`src/hw/rtl/acsd_pkg.sv`:
```
// Package for the ADC channel smoother: field widths, item types, register
// codes and the depth of the result queue. No dependencies.
`default_nettype none

package acsd_pkg;

  localparam int unsigned ChanW       = 6;
  localparam int unsigned SmpW        = 12;
  localparam int unsigned ScaledW     = 16;
  localparam int unsigned EnableW     = 64;
  localparam int unsigned CfgDataW    = 64;
  localparam int unsigned NumW        = SmpW + ScaledW;
  localparam int unsigned QuotW       = ScaledW + 1;
  localparam int unsigned QueueDepth  = 8;
  localparam int unsigned QueuePtrW   = $clog2(QueueDepth);
  localparam int unsigned QueueCountW = $clog2(QueueDepth + 1);

  typedef enum logic {
    REG_CHANNEL_ENABLE = 1'b0,
    REG_DEADBAND       = 1'b1
  } cfg_reg_e;

  typedef enum logic {
    KIND_SAMPLE = 1'b0,
    KIND_CLEAR  = 1'b1
  } item_kind_e;

  typedef struct packed {
    item_kind_e        kind;
    logic [ChanW-1:0]  channel;
    logic [SmpW-1:0]   raw_sample;
    logic              force_refresh;
  } in_item_t;

  typedef struct packed {
    logic [ChanW-1:0]   out_channel;
    logic [ScaledW-1:0] scaled_value;
    logic [SmpW-1:0]    smoothed_value;
  } out_item_t;

  // A report leaving the update stage on its way to the scaler.
  typedef struct packed {
    logic              valid;
    logic [ChanW-1:0]  channel;
    logic [SmpW-1:0]   value;
  } report_t;

endpackage

`default_nettype wire

```
`src/hw/rtl/acsd_if.sv`:
```
// Handshake interfaces of the ADC channel smoother: sample input, report
// output and configuration write channel. Depends on acsd_pkg.
`default_nettype none

interface acsd_in_if;
  logic               valid;
  logic               ready;
  acsd_pkg::in_item_t data;
  modport source (output valid, output data, input ready);
  modport sink   (input valid, input data, output ready);
endinterface

interface acsd_out_if;
  logic                valid;
  logic                ready;
  acsd_pkg::out_item_t data;
  modport source (output valid, output data, input ready);
  modport sink   (input valid, input data, output ready);
endinterface

interface acsd_cfg_if;
  logic                                valid;
  logic                                ready;
  acsd_pkg::cfg_reg_e                  index;
  logic [acsd_pkg::CfgDataW-1:0]       data;
  modport source (output valid, output index, output data, input ready);
  modport sink   (input valid, input index, input data, output ready);
endinterface

`default_nettype wire

```
`src/hw/rtl/acsd_update.sv`:
```
// Per-channel state memory and read-modify-write update of the smoother.
// Holds seed flags, averages and last reported values. Depends on acsd_pkg.
`default_nettype none

module acsd_update #(
  parameter int unsigned CHANNELS    = 64,
  parameter int unsigned SAMPLE_BITS = 12
) (
  input  logic                          clk_i,
  input  logic                          rst_ni,
  input  logic                          accept_i,
  input  acsd_pkg::in_item_t            item_i,
  input  logic [acsd_pkg::EnableW-1:0]  enable_i,
  input  logic [acsd_pkg::SmpW-1:0]     deadband_i,
  output acsd_pkg::report_t             report_o,
  output logic [1:0]                    busy_o
);
  import acsd_pkg::*;

  localparam int unsigned IdxW      = (CHANNELS > 1) ? $clog2(CHANNELS) : 1;
  localparam int unsigned FullScale = (1 << SAMPLE_BITS) - 1;
  localparam logic [SmpW-1:0] SatLimit =
    (FullScale >= 4095) ? {SmpW{1'b1}} : SmpW'(FullScale);
  localparam int unsigned EntryW = 2 * SmpW;

  // Each entry holds {average, last reported value}.
  logic [EntryW-1:0] state_mem [CHANNELS];
  logic [EntryW-1:0] rd_data_q;

  logic              p1_valid_q;
  in_item_t          p1_item_q;

  logic              fwd_valid_q;
  logic [IdxW-1:0]   fwd_idx_q;
  logic [EntryW-1:0] fwd_data_q;

  logic [CHANNELS-1:0] seeded_q, seeded_d;
  report_t             report_q, report_d;

  logic [IdxW-1:0]   rd_idx, ch_idx;
  logic              in_range, is_sample, is_clear, was_seeded, hit;
  logic [EntryW-1:0] old_entry, wr_data;
  logic [SmpW-1:0]   old_avg, old_last, raw_sat, new_avg, move_abs;
  logic signed [SmpW+1:0] step, rounded, delta, sum;

  assign rd_idx = item_i.channel[IdxW-1:0];
  assign ch_idx = p1_item_q.channel[IdxW-1:0];

  always_ff @(posedge clk_i) begin
    rd_data_q <= state_mem[rd_idx];
    if (is_sample) begin
      state_mem[ch_idx] <= wr_data;
    end
  end

  always_ff @(posedge clk_i or negedge rst_ni) begin
    if (!rst_ni) begin
      p1_valid_q  <= 1'b0;
      fwd_valid_q <= 1'b0;
      seeded_q    <= '0;
      report_q    <= '0;
    end else begin
      p1_valid_q  <= accept_i;
      fwd_valid_q <= is_sample;
      seeded_q    <= seeded_d;
      report_q    <= report_d;
    end
  end

  always_ff @(posedge clk_i) begin
    if (accept_i) begin
      p1_item_q <= item_i;
    end
    fwd_idx_q  <= ch_idx;
    fwd_data_q <= wr_data;
  end

  always_comb begin
    in_range   = (32'(p1_item_q.channel) < CHANNELS);
    is_clear   = p1_valid_q && (p1_item_q.kind == KIND_CLEAR);
    is_sample  = p1_valid_q && (p1_item_q.kind == KIND_SAMPLE) && in_range &&
                 enable_i[p1_item_q.channel];
    was_seeded = seeded_q[ch_idx];

    // The entry written at the edge that issued our read is not yet in rd_data_q.
    old_entry = (fwd_valid_q && (fwd_idx_q == ch_idx)) ? fwd_data_q : rd_data_q;
    old_avg   = old_entry[EntryW-1:SmpW];
    old_last  = old_entry[SmpW-1:0];

    raw_sat = (p1_item_q.raw_sample > SatLimit) ? SatLimit : p1_item_q.raw_sample;

    // One eighth of the step, offset by four away from zero, then floored by the shift.
    step    = $signed({2'b00, raw_sat}) - $signed({2'b00, old_avg});
    rounded = step[SmpW+1] ? (step - (SmpW+2)'(4)) : (step + (SmpW+2)'(4));
    delta   = rounded >>> 3;
    sum     = $signed({2'b00, old_avg}) + delta;

    if (sum[SmpW+1]) begin
      new_avg = '0;
    end else if (sum > $signed({2'b00, SatLimit})) begin
      new_avg = SatLimit;
    end else begin
      new_avg = sum[SmpW-1:0];
    end

    move_abs = (new_avg >= old_last) ? (new_avg - old_last) : (old_last - new_avg);
    hit      = p1_item_q.force_refresh || (move_abs >= deadband_i);

    if (was_seeded) begin
      wr_data = {new_avg, hit ? new_avg : old_last};
    end else begin
      wr_data = {raw_sat, raw_sat};
    end

    seeded_d = seeded_q;
    if (is_clear) begin
      seeded_d = '0;
    end else if (is_sample) begin
      seeded_d[ch_idx] = 1'b1;
    end

    report_d.valid   = is_sample && was_seeded && hit;
    report_d.channel = p1_item_q.channel;
    report_d.value   = new_avg;
  end

  assign report_o = report_q;
  assign busy_o   = 2'(p1_valid_q) + 2'(report_q.valid);

endmodule

`default_nettype wire

```
`src/hw/rtl/acsd_scale.sv`:
```
// Scaler of the smoother: average * 65535 / full scale, rounded half up,
// by reciprocal multiplication and one correction step. Depends on acsd_pkg.
`default_nettype none

module acsd_scale #(
  parameter int unsigned SAMPLE_BITS = 12
) (
  input  logic                clk_i,
  input  logic                rst_ni,
  input  acsd_pkg::report_t   report_i,
  output logic                push_o,
  output acsd_pkg::out_item_t push_data_o,
  output logic [1:0]          busy_o
);
  import acsd_pkg::*;

  localparam int unsigned FullScale = (1 << SAMPLE_BITS) - 1;
  localparam int unsigned RecipW    = 33 - SAMPLE_BITS;
  localparam int unsigned ProdW     = NumW + RecipW;
  localparam logic [RecipW-1:0] Recip   = RecipW'((64'd1 << 32) / FullScale);
  localparam logic [NumW-1:0]   Half    = NumW'(FullScale / 2);
  localparam logic [QuotW-1:0]  FsQuot  = QuotW'(FullScale);
  localparam logic [NumW-1:0]   FsNum   = NumW'(FullScale);

  logic               a_valid_q, b_valid_q, c_valid_q;
  logic [ChanW-1:0]   a_ch_q, b_ch_q, c_ch_q;
  logic [SmpW-1:0]    a_avg_q, b_avg_q, c_avg_q;
  logic [NumW-1:0]    a_num_q, b_num_q, c_num_q;
  logic [QuotW-1:0]   b_quot_q, c_quot_q;
  logic [2*QuotW-1:0] c_back_q;

  logic [NumW-1:0]  num_d, rem;
  logic [ProdW-1:0] prod;
  logic [QuotW-1:0] quot;

  always_ff @(posedge clk_i or negedge rst_ni) begin
    if (!rst_ni) begin
      a_valid_q <= 1'b0;
      b_valid_q <= 1'b0;
      c_valid_q <= 1'b0;
    end else begin
      a_valid_q <= report_i.valid;
      b_valid_q <= a_valid_q;
      c_valid_q <= b_valid_q;
    end
  end

  // avg * 65535 is taken as avg * 65536 - avg.
  assign num_d = NumW'({report_i.value, {ScaledW{1'b0}}}) - NumW'(report_i.value) + Half;
  assign prod  = a_num_q * Recip;

  always_ff @(posedge clk_i) begin
    a_ch_q   <= report_i.channel;
    a_avg_q  <= report_i.value;
    a_num_q  <= num_d;
    b_ch_q   <= a_ch_q;
    b_avg_q  <= a_avg_q;
    b_num_q  <= a_num_q;
    b_quot_q <= QuotW'(prod >> 32);
    c_ch_q   <= b_ch_q;
    c_avg_q  <= b_avg_q;
    c_num_q  <= b_num_q;
    c_quot_q <= b_quot_q;
    c_back_q <= b_quot_q * FsQuot;
  end

  // The estimate is the true quotient or one below it.
  always_comb begin
    rem  = c_num_q - NumW'(c_back_q);
    quot = (rem >= FsNum) ? (c_quot_q + QuotW'(1)) : c_quot_q;
    push_data_o.out_channel    = c_ch_q;
    push_data_o.scaled_value   = quot[ScaledW-1:0];
    push_data_o.smoothed_value = c_avg_q;
  end

  assign push_o = c_valid_q;
  assign busy_o = 2'(a_valid_q) + 2'(b_valid_q) + 2'(c_valid_q);

endmodule

`default_nettype wire

```
`src/hw/rtl/acsd_fifo.sv`:
```
// Result queue of the smoother, parting the pipeline from the output
// handshake. Entries are reserved in advance by the top level. Depends on acsd_pkg.
`default_nettype none

module acsd_fifo (
  input  logic                              clk_i,
  input  logic                              rst_ni,
  input  logic                              push_i,
  input  acsd_pkg::out_item_t               push_data_i,
  input  logic                              pop_i,
  output logic                              valid_o,
  output acsd_pkg::out_item_t               data_o,
  output logic [acsd_pkg::QueueCountW-1:0]  count_o
);
  import acsd_pkg::*;

  out_item_t              entry_q [QueueDepth];
  logic [QueuePtrW-1:0]   wr_ptr_q, wr_ptr_d, rd_ptr_q, rd_ptr_d;
  logic [QueueCountW-1:0] count_q, count_d;

  always_comb begin
    wr_ptr_d = push_i ? (wr_ptr_q + QueuePtrW'(1)) : wr_ptr_q;
    rd_ptr_d = pop_i  ? (rd_ptr_q + QueuePtrW'(1)) : rd_ptr_q;
    count_d  = count_q + QueueCountW'(push_i) - QueueCountW'(pop_i);
  end

  always_ff @(posedge clk_i or negedge rst_ni) begin
    if (!rst_ni) begin
      wr_ptr_q <= '0;
      rd_ptr_q <= '0;
      count_q  <= '0;
    end else begin
      wr_ptr_q <= wr_ptr_d;
      rd_ptr_q <= rd_ptr_d;
      count_q  <= count_d;
    end
  end

  always_ff @(posedge clk_i) begin
    if (push_i) begin
      entry_q[wr_ptr_q] <= push_data_i;
    end
  end

  assign valid_o = (count_q != '0);
  assign data_o  = entry_q[rd_ptr_q];
  assign count_o = count_q;

endmodule

`default_nettype wire

```
`src/hw/rtl/adc_channel_smoother_deadband.sv`:
```
// A report passes the p1 register, the report register, scaler stages a, b and c
// and the result queue. Throughput: one item per cycle; acceptance is limited
// only by the eight-entry result queue, whose free places are reserved for items
// still in the pipeline. State read-modify-write uses a single-port read memory
// with forwarding of the previous write. Reset clears seed flags, registers to
// their defaults (enable 0, deadband 8) and the queue; averages are not cleared.
`default_nettype none

module adc_channel_smoother_deadband #(
  parameter int unsigned CHANNELS    = 64,
  parameter int unsigned SAMPLE_BITS = 12
) (
  input  logic         clk_i,
  input  logic         rst_ni,
  acsd_in_if.sink      sample_i,
  acsd_out_if.source   report_o,
  acsd_cfg_if.sink     cfg_i
);
  import acsd_pkg::*;

  localparam int unsigned CreditW = QueueCountW + 1;

  logic [EnableW-1:0]     enable_q;
  logic [SmpW-1:0]        deadband_q;
  logic                   accept;
  report_t                report;
  logic [1:0]             busy_upd, busy_scl;
  logic                   push;
  out_item_t              push_data;
  logic [QueueCountW-1:0] queue_count;
  logic [CreditW-1:0]     committed;

  assign cfg_i.ready = 1'b1;

  always_ff @(posedge clk_i or negedge rst_ni) begin
    if (!rst_ni) begin
      enable_q   <= '0;
      deadband_q <= SmpW'(8);
    end else if (cfg_i.valid) begin
      case (cfg_i.index)
        REG_CHANNEL_ENABLE: enable_q   <= cfg_i.data;
        REG_DEADBAND:       deadband_q <= cfg_i.data[SmpW-1:0];
        default: ;
      endcase
    end
  end

  // Every item in flight may still need a queue place.
  assign committed      = CreditW'(queue_count) + CreditW'(busy_upd) + CreditW'(busy_scl);
  assign sample_i.ready = (committed < CreditW'(QueueDepth));
  assign accept         = sample_i.valid && sample_i.ready;

  acsd_update #(
    .CHANNELS    (CHANNELS),
    .SAMPLE_BITS (SAMPLE_BITS)
  ) u_update (
    .clk_i      (clk_i),
    .rst_ni     (rst_ni),
    .accept_i   (accept),
    .item_i     (sample_i.data),
    .enable_i   (enable_q),
    .deadband_i (deadband_q),
    .report_o   (report),
    .busy_o     (busy_upd)
  );

  acsd_scale #(
    .SAMPLE_BITS (SAMPLE_BITS)
  ) u_scale (
    .clk_i       (clk_i),
    .rst_ni      (rst_ni),
    .report_i    (report),
    .push_o      (push),
    .push_data_o (push_data),
    .busy_o      (busy_scl)
  );

  acsd_fifo u_fifo (
    .clk_i       (clk_i),
    .rst_ni      (rst_ni),
    .push_i      (push),
    .push_data_i (push_data),
    .pop_i       (report_o.valid && report_o.ready),
    .valid_o     (report_o.valid),
    .data_o      (report_o.data),
    .count_o     (queue_count)
  );

endmodule

`default_nettype wire

```
`src/flat_wrapper.sv`:
```
// flat-port wrapper written by rule: the top's interface ports become plain ports
module adc_channel_smoother_deadband_flat import acsd_pkg::*;
#(
  parameter int unsigned CHANNELS    = 64,
  parameter int unsigned SAMPLE_BITS = 12
)
  (clk_i, rst_ni, sample_i_valid, sample_i_data, sample_i_ready, report_o_valid, report_o_data, report_o_ready, cfg_i_valid, cfg_i_index, cfg_i_data, cfg_i_ready);
  acsd_in_if sample_i_i ();
  acsd_out_if report_o_i ();
  acsd_cfg_if cfg_i_i ();
  input  logic clk_i;
  input  logic rst_ni;
  input wire logic [$bits(sample_i_i.valid)-1:0] sample_i_valid;
  input wire logic [$bits(sample_i_i.data)-1:0] sample_i_data;
  output wire logic [$bits(sample_i_i.ready)-1:0] sample_i_ready;
  output wire logic [$bits(report_o_i.valid)-1:0] report_o_valid;
  output wire logic [$bits(report_o_i.data)-1:0] report_o_data;
  input wire logic [$bits(report_o_i.ready)-1:0] report_o_ready;
  input wire logic [$bits(cfg_i_i.valid)-1:0] cfg_i_valid;
  input wire logic [$bits(cfg_i_i.index)-1:0] cfg_i_index;
  input wire logic [$bits(cfg_i_i.data)-1:0] cfg_i_data;
  output wire logic [$bits(cfg_i_i.ready)-1:0] cfg_i_ready;
  assign sample_i_i.valid = sample_i_valid;
  assign sample_i_i.data = sample_i_data;
  assign sample_i_ready = sample_i_i.ready;
  assign report_o_valid = report_o_i.valid;
  assign report_o_data = report_o_i.data;
  assign report_o_i.ready = report_o_ready;
  assign cfg_i_i.valid = cfg_i_valid;
  assign cfg_i_i.index = cfg_i_index;
  assign cfg_i_i.data = cfg_i_data;
  assign cfg_i_ready = cfg_i_i.ready;
  adc_channel_smoother_deadband #(.CHANNELS(CHANNELS), .SAMPLE_BITS(SAMPLE_BITS)) u_core (.clk_i(clk_i), .rst_ni(rst_ni), .sample_i(sample_i_i), .report_o(report_o_i), .cfg_i(cfg_i_i));
endmodule
```
`config.mk`:
```
export PLATFORM = sky130hd
export DESIGN_NAME = adc_channel_smoother_deadband_flat
export DESIGN_NICKNAME = d
export VERILOG_FILES = /design/src/hw/rtl/acsd_pkg.sv /design/src/hw/rtl/acsd_if.sv /design/src/hw/rtl/acsd_update.sv /design/src/hw/rtl/acsd_scale.sv /design/src/hw/rtl/acsd_fifo.sv /design/src/hw/rtl/adc_channel_smoother_deadband.sv /design/src/flat_wrapper.sv
export SDC_FILE = /design/constraint.sdc
export NUM_CORES = 2
export LEC_CHECK = 0
export BUFFER_PORTS_ARGS = -buffer_cell sky130_fd_sc_hd__buf_4
export CAP_MARGIN = 40
export CORE_ASPECT_RATIO = 0.9
export CORE_UTILIZATION = 35
export CTS_CLUSTER_SIZE = 12
export DETAILED_ROUTE_END_ITERATION = 8
export PLACE_DENSITY = 0.61
export SLEW_MARGIN = 20
export SYNTH_ARGS = -nofsm -noshare
export SYNTH_HDL_FRONTEND = slang
export SYNTH_SLANG_ARGS = --single-unit
```
`constraint.sdc`:
```
create_clock -name clk_i -period 16.1 [get_ports clk_i]
set_clock_uncertainty 0.05 [all_clocks]
set_input_delay 0.805 -clock clk_i [delete_from_list [all_inputs] [get_ports clk_i]]
set_output_delay 0.805 -clock clk_i [all_outputs]
set_load 0.02 [all_outputs]
```
== Word-level counts from Yosys, hierarchy flattened ==
Memory sizes are Yosys's and may differ from the RTL's. A register that Yosys moved wholly into a read port is not among the register bits.
Index checks and enable logic that the tools add are counted.

* Register bits: 423
* Memory bits (writable): 1808
* Memories kept: 2

{| class="wikitable"
|+ Memories
! name !! words !! width !! read ports !! clocked after memory_dff !! write ports !! RTL line !! source
|-
| u_core.u_update.state_mem || 64 || 24 || 1 || 1 || 1 || acsd_update.sv:27 || <nowiki>logic [EntryW-1:0] state_mem [CHANNELS];</nowiki>
|-
| u_core.u_fifo.entry_q || 8 || 34 || 1 || 0 || 1 || acsd_fifo.sv:17 || <nowiki>out_item_t entry_q [QueueDepth];</nowiki>
|}

* Add/subtract/negate cells: 19
* Multipliers: 2
* Order comparisons: 8
* Equality and inequality tests: 1
* Multiplexer cells: 21
* Bitwise operators: 3
* Reduce and logical (&&, ||, !) cells: 14

{| class="wikitable"
|+ Operator list
! cell !! number
|-
| 64-bit 2-to-1 mux || 2
|-
| 64-bit OR || 1
|-
| 12-bit 2-to-1 mux || 5
|-
| 24-bit 2-to-1 mux || 2
|-
| 28-bit by 13-bit multiplier with 41-bit output (second input constant) || 1
|-
| 28-bit by 11-bit adder with 28-bit output (second input constant) || 1
|-
| 28-bit by 12-bit >= comparator with 1-bit output (second input constant) || 1
|-
| 17-bit by 12-bit multiplier with 28-bit output (second input constant) || 1
|-
| 28-bit by 12-bit subtractor with 28-bit output || 1
|-
| 28-bit subtractor || 1
|-
| 12-bit >= comparator || 2
|-
| 12-bit subtractor || 2
|-
| 16-bit by 1-bit adder with 16-bit output (second input constant) || 1
|-
| 16-bit 2-to-1 mux || 1
|-
| 13-bit by 11-bit adder with 14-bit output || 1
|-
| 13-bit by 4-bit adder with 14-bit output (second input constant) || 1
|-
| 14-bit by 13-bit > comparator with 1-bit output (second input constant) || 1
|-
| 14-bit 2-to-1 mux || 1
|-
| 13-bit by 4-bit subtractor with 14-bit output (second input constant) || 1
|-
| 12-bit by 12-bit subtractor with 13-bit output || 1
|-
| 1-bit binary-select mux with 6-bit select || 2
|-
| 12-bit > comparator (second input constant) || 1
|-
| 1-bit logical AND || 9
|-
| 6-bit by 7-bit less-than comparator with 1-bit output (second input constant) || 1
|-
| other kinds (17) || 27
|}

== Logic depth before layout (Yosys ltp) ==
* Depth after elaboration: 16
* Depth in mapped cells: 61
* Depth with buffers taken out: 56

== Cells and area by module ==
From an unflattened synthesis, not the netlist that was laid out.

* Cells, all modules: 4862
* Area, all modules: 92625.1 um^2

{| class="wikitable"
|+ Modules (own cells, without submodules)
! module !! times used !! cells each !! area each (um^2) !! seq. area each (um^2)
|-
| acsd_update || 1 || 3172 || 67392.1 || 49932.9
|-
| acsd_scale || 1 || 1072 || 11198.2 || 3738.6
|-
| acsd_fifo || 1 || 446 || 10791.6 || 8418.1
|-
| adc_channel_smoother_deadband || 1 || 172 || 3243.1 || 1903.1
|}

== Worst setup path after synthesis ==
OpenSTA, ideal clock, no wires.

* Kind: flip-flop to flip-flop
* Start point: register u_core.u_update.p1_item_q, in the netlist u_core.u_update.ch_idx[4]
* End point: memory u_core.u_update.state_mem[0][0] (netlist name), data pin
* Setup time: 0.572 ns
* Arrival: 13.085 ns
* Required time: 15.478 ns
* Setup slack: 2.393 ns
* Stages on the path, launching flop included: 59
* Period minus slack after synthesis: 13.707 ns
* Path through: edfxtp_1 > xnor2_1 > nand4_2 > nor2_8 > buf_1 > mux2_2 > inv_1 > ha_1 > o21ai_0 > nand2b_1 > o2111ai_1 > nand2_1 > o221ai_2 > ha_1 > nand3_1 > mux2i_4 > o21a_1 > o21ai_0 > (+23 left out) > o21bai_1 > a21oi_1 > a21oi_1 > clkbuf_1 > mux2_2 > ha_1 > a21o_1 > a21o_1 > a21o_1 > a21oi_1 > nor2b_1 > o21ai_0 > a21oi_1 > o21a_1 > o211ai_1 > nand2_1 > clkbuf_1 > o221ai_1

* Longest elaborated chain between the ends: 16
* Elaborated cells on any way between the ends: 21

{| class="wikitable"
|+ RTL lines
! what !! RTL line !! source
|-
| from (decl) || acsd_update.sv:31 || <nowiki>in_item_t p1_item_q;</nowiki>
|-
| from (signal assigned) || acsd_update.sv:72 || <nowiki>p1_item_q <= item_i;</nowiki>
|-
| 6-bit equality test || acsd_update.sv:86 || <nowiki>old_entry = (fwd_valid_q && (fwd_idx_q == ch_idx)) ? fwd_data_q : rd_data_q;</nowiki>
|-
| 1-bit logical AND || acsd_update.sv:86 ||
|-
| 24-bit 2-to-1 mux || acsd_update.sv:86 ||
|-
| 12-bit by 12-bit subtractor with 13-bit output || acsd_update.sv:93 || <nowiki>step = $signed({2'b00, raw_sat}) - $signed({2'b00, old_avg});</nowiki>
|-
| 13-bit by 4-bit adder with 14-bit output / 13-bit by 4-bit subtractor with 14-bit output (equally long branches) || acsd_update.sv:94 || <nowiki>rounded = step[SmpW+1] ? (step - (SmpW+2)'(4)) : (step + (SmpW+2)'(4));</nowiki>
|-
| 14-bit 2-to-1 mux || acsd_update.sv:94 ||
|-
| 13-bit by 11-bit adder with 14-bit output || acsd_update.sv:96 || <nowiki>sum = $signed({2'b00, old_avg}) + delta;</nowiki>
|-
| 14-bit by 13-bit > comparator with 1-bit output || acsd_update.sv:100 || <nowiki>end else if (sum > $signed({2'b00, SatLimit})) begin</nowiki>
|-
| 12-bit 2-to-1 mux || acsd_update.sv:100 ||
|-
| 12-bit 2-to-1 mux || acsd_update.sv:98 || <nowiki>if (sum[SmpW+1]) begin</nowiki>
|-
| 12-bit subtractor / 12-bit >= comparator (equally long branches) || acsd_update.sv:106 || <nowiki>move_abs = (new_avg >= old_last) ? (new_avg - old_last) : (old_last - new_avg);</nowiki>
|-
| 12-bit 2-to-1 mux || acsd_update.sv:106 ||
|-
| 12-bit >= comparator || acsd_update.sv:107 || <nowiki>hit = p1_item_q.force_refresh || (move_abs >= deadband_i);</nowiki>
|-
| 1-bit logical OR || acsd_update.sv:107 ||
|-
| 12-bit 2-to-1 mux || acsd_update.sv:110 || <nowiki>wr_data = {new_avg, hit ? new_avg : old_last};</nowiki>
|-
| 24-bit 2-to-1 mux * || acsd_update.sv:109 || <nowiki>if (was_seeded) begin</nowiki>
|-
| via u_core.u_update.wr_data[0] || acsd_update.sv:42 || <nowiki>logic [EntryW-1:0] old_entry, wr_data;</nowiki>
|-
| to (decl) || acsd_update.sv:27 ||
|}

The timed path passes the listed nets; every way through them passes the cells marked *. The select of a mux whose other input is x is not followed.

== Worst setup path after layout ==
* Start point: register u_core.u_update.p1_item_q, in the netlist u_core.u_update.ch_idx[4]
* End point: memory u_core.u_update.state_mem[33][11] (netlist name), data pin

* Longest elaborated chain between the ends: 16
* Elaborated cells on any way between the ends: 21

{| class="wikitable"
|+ RTL lines
! what !! RTL line !! source
|-
| 6-bit equality test * || acsd_update.sv:86 ||
|-
| 1-bit logical AND * || acsd_update.sv:86 ||
|-
| 24-bit 2-to-1 mux * || acsd_update.sv:86 ||
|-
| 12-bit by 12-bit subtractor with 13-bit output || acsd_update.sv:93 ||
|-
| 13-bit by 4-bit adder with 14-bit output / 13-bit by 4-bit subtractor with 14-bit output (equally long branches) || acsd_update.sv:94 ||
|-
| 14-bit 2-to-1 mux || acsd_update.sv:94 ||
|-
| 13-bit by 11-bit adder with 14-bit output * || acsd_update.sv:96 ||
|-
| 14-bit by 13-bit > comparator with 1-bit output || acsd_update.sv:100 ||
|-
| (+2 left out) || - ||
|-
| via u_core.u_update.new_avg[1] || acsd_update.sv:43 || <nowiki>logic [SmpW-1:0] old_avg, old_last, raw_sat, new_avg, move_abs;</nowiki>
|-
| 12-bit subtractor / 12-bit >= comparator (equally long branches) || acsd_update.sv:106 ||
|-
| 12-bit 2-to-1 mux * || acsd_update.sv:106 ||
|-
| 12-bit >= comparator * || acsd_update.sv:107 ||
|-
| 1-bit logical OR * || acsd_update.sv:107 ||
|-
| 12-bit 2-to-1 mux * || acsd_update.sv:110 ||
|-
| 24-bit 2-to-1 mux * || acsd_update.sv:109 ||
|-
| via u_core.u_update.wr_data[11] || acsd_update.sv:42 ||
|}

Marks and branches as above.

==> flow_metrics.tcl <==
set metrics [dict create \
    dp.cells 8331 \
    min_period_ps 14210 \
    rsz0062_at_grt "no" \
    die_x_um 541.1 \
    synth.top_cell.area_share 0.5996 \
    fin_nets 5477 \
    vias 46330 \
    syn_to_final_growth_pct 14.83 \
    routed_via_density 5.310 \
    seq_area_um2 64000 \
    worstMarginPinSlew_ps 856.3 \
    layout_common_cells "edfxtp_1 (1828), mux4_2 (572), inv_1 (271)" \
    cts_sinks 2239 \
    critPathArrivalTime_ps 14850 \
    critPathMaxFanout 48 \
    grt_pass1_wl_um 342100 \
    syn_inst 4764 \
    max_freq_ghz 0.07038 \
    cts_buffers 222 \
    slew_headroom 0.4231 \
    synth_edf_count 1828 \
    clk-insertion-delay-late_ps 870 \
    portBuffers 125 \
    drt_iter0_markers 4732 \
    grt_pass1_vias 46650 \
    synth-seq-area-share 0.6990 \
    whs_endpoint "u_core.u_update.p1_item_q[3]" \
    yosysWarnings 0 \
    routed_wl_um 239600 \
    num_rows 177 \
    status "completed" \
    hold_violations 0 \
    drt-wirelength-per-cell_um 27.46 \
    clkTransAtPathRegs_ps 60 \
    period_share 0.8825 \
    finalSetupViolCount 0 \
    initial_core_util 0.3530 \
    r2r-end "u_core.u_update.state_mem[33][11]" \
    grt_max_degree 121 \
    drtAntennaViolNets 0 \
    setup_tns_ps 0 \
    ff2ff_setup_slack_ps 1890 \
    cts_tree "done" \
    synth_largest_area_cell "edfxtp_1" \
    first_pass_iters 5 \
    crit_slowest_cell "edfxtp_1" \
    htreeDepth 4 \
    reg2reg_from "u_core.u_update.ch_idx[4]" \
    crit_path_start_kind "flop" \
    cp.required_ps 16740 \
    stdcell_count 8725 \
    ys.flop_type "edfxtp_1" \
    critPathLaunch "u_core.u_update.ch_idx[4]" \
    ys_ff_latch 2239 \
    fill_cells 22760 \
    critPathCaptureType "flop" \
    die_y_um 487.2 \
    drc 0 \
    postSynth.asyncResetShare 0.07771 \
    cts_root_buf "clkbuf_16" \
    yosys-top-cells-area "edfxtp_1 (60%), mux4_2 (14%), dfxtp_1 (5.2%), dfrtp_1 (4.7%), ha_1 (2.8%)" \
    drive_above_1_share 0.2658 \
    hold_path.class "input pin to flop" \
    grt.overflow.total 0 \
    multi_input_area_um2 26570 \
    ios 127 \
    worstSetupPathType "flop to flop" \
    min-delay-start "sample_i_data[3]" \
    cp_slowest_stage_delay_ps 610 \
    hold_ws_ps 80.63 \
    antenna_found_initial 27 \
    dieArea_um2 263600 \
    ys_types 89 \
    grt_usage 0.1812 \
    drv_cap 0 \
    ff2ff_path_depth 57 \
    fin_ws_ps 1892 \
    hold_path_depth 1 \
    mostFrequentLayoutCell "edfxtp_1" \
    synth.net_count 5168 \
    syn-cell-area_um2 91540 \
    slew_viol_final 0 \
    gp_congestion 0.8479 \
    post-place-ws_ps 1375 \
    design.core.area_um2 259300 \
    cts_setup_buffers 0 \
    clk_path_buf_depth 3 \
    avgSynthCellArea_um2 19.22 \
    place_hpwl_um 142400 \
]
## cell families after synthesis
kind of cell / Yosys count / synth area share
AO/OA/AOI/OAI: 445 / 0.03365
XOR/XNOR: 125 / 0.01212
adder cells (fa/ha/maj): 319 / 0.05265
buffers and inverters: 466 / 0.01927
flip-flops: 2239 / 0.6990
multiplexers: 734 / 0.1605
other: 1 / 0.00004096
AND/OR/NAND/NOR: 435 / 0.02268
## per-stage QoR
step                instance area (um^2)    util
finish                            105100  0.4054
global route                      105100  0.4053
CTS                               105000  0.4048
detailed placement                 98300  0.3791
global placement                   97910  0.3775
floorplan                          91540       -
## registers in the layout, indices dropped and copies added (netlist names), 11 cells and up
| register | flops |
|---|---|
| u_core.deadband_q | 12 |
| u_core.enable_q | 64 |
| u_core.u_fifo.entry_q | 272 |
| u_core.u_scale.a_avg_q | 11 |
| u_core.u_scale.a_num_q | 24 |
| u_core.u_scale.b_avg_q | 11 |
| u_core.u_scale.b_num_q | 24 |
| u_core.u_scale.b_quot_q | 17 |
| u_core.u_scale.c_avg_q | 11 |
| u_core.u_scale.c_back_q | 27 |
| u_core.u_scale.c_num_q | 24 |
| u_core.u_scale.c_quot_q | 16 |
| u_core.u_update.fwd_data_q | 24 |
| u_core.u_update.p1_item_q | 14 |
| u_core.u_update.rd_data_q | 24 |
| u_core.u_update.report_o | 19 |
| u_core.u_update.seeded_q | 64 |
| u_core.u_update.state_mem | 1536 |
## worst max path at each step
stage                                                    to  slack, ps  depth (start not counted)
after global placement    u_core.u_update.state_mem[46][11]       1190                         54
after global routing      u_core.u_update.state_mem[33][11]        980                         57
after CTS                  u_core.u_update.state_mem[15][4]       1260                         56
final                     u_core.u_update.state_mem[33][11]       1890                         57
after floorplan             u_core.u_update.state_mem[0][0]       2390                         58
after detailed placement    u_core.u_update.state_mem[4][4]       1380                         57
## worst max-delay path, delay by kind of cell, from the launching register on
family	cells	cell delay, ps
simple gates	11	2450
compound gates	31	6720
flops	1	610
buf+inv	6	1290
fa+ha+maj	5	1690
mux	2	730
xor+xnor	2	390
## Yosys cell counts, drive strengths merged, types with 4 or more instances
cell type,number
o22ai,33
xor2,31
and3,9
clkbuf,135
o21bai,13
edfxtp,1828
nor2,146
a31oi,10
o21a,83
a22oi,17
a21boi,12
dfrtp,173
nand3,35
o2111ai,4
nor3,22
buf,60
nand2b,20
nand4,13
and2,11
maj3,5
nor2b,23
mux4,572
a2111oi,7
ha,202
o21ai,80
a21oi,74
nor4,16
inv,271
fa,112
xnor2,94
nand2,109
a211o,4
a31o,4
a211oi,11
a311oi,4
or3,9
or2,6
mux2i,28
dfxtp,237
mux2,134
o31ai,7
o211ai,8
a21o,33
o221ai,11
## timing repair
item / CTS / global route
hold buffers: 1 / 0
resized for setup: 0 / 0
hold endpoints to repair: 19 / 0
## cell type report
type / instances / area share
Antenna cell: 6 / 0.0001428
Clock buffer: 323 / 0.05840
Clock inverter: 57 / 0.005094
Inverter: 271 / 0.009677
Multi-Input combinational cell: 2059 / 0.2528
Sequential cell: 2239 / 0.6088
Tap cell: 3490 / 0.04154
Timing Repair Buffer: 280 / 0.02355
## per-layer routing
layer  GRT usage  vias to the layer above  wire length [um]
li1            -                    19520                 -
met1      0.2521                    24760            102200
met2      0.2914                     1724            113200
met3     0.03511                      320             17570
met4     0.04667                        6              6569
met5           0                        -                38
Power is left out: the tool's default activity adds up to more than one toggle a clock period on the data nets, which glitch-free logic cannot reach.
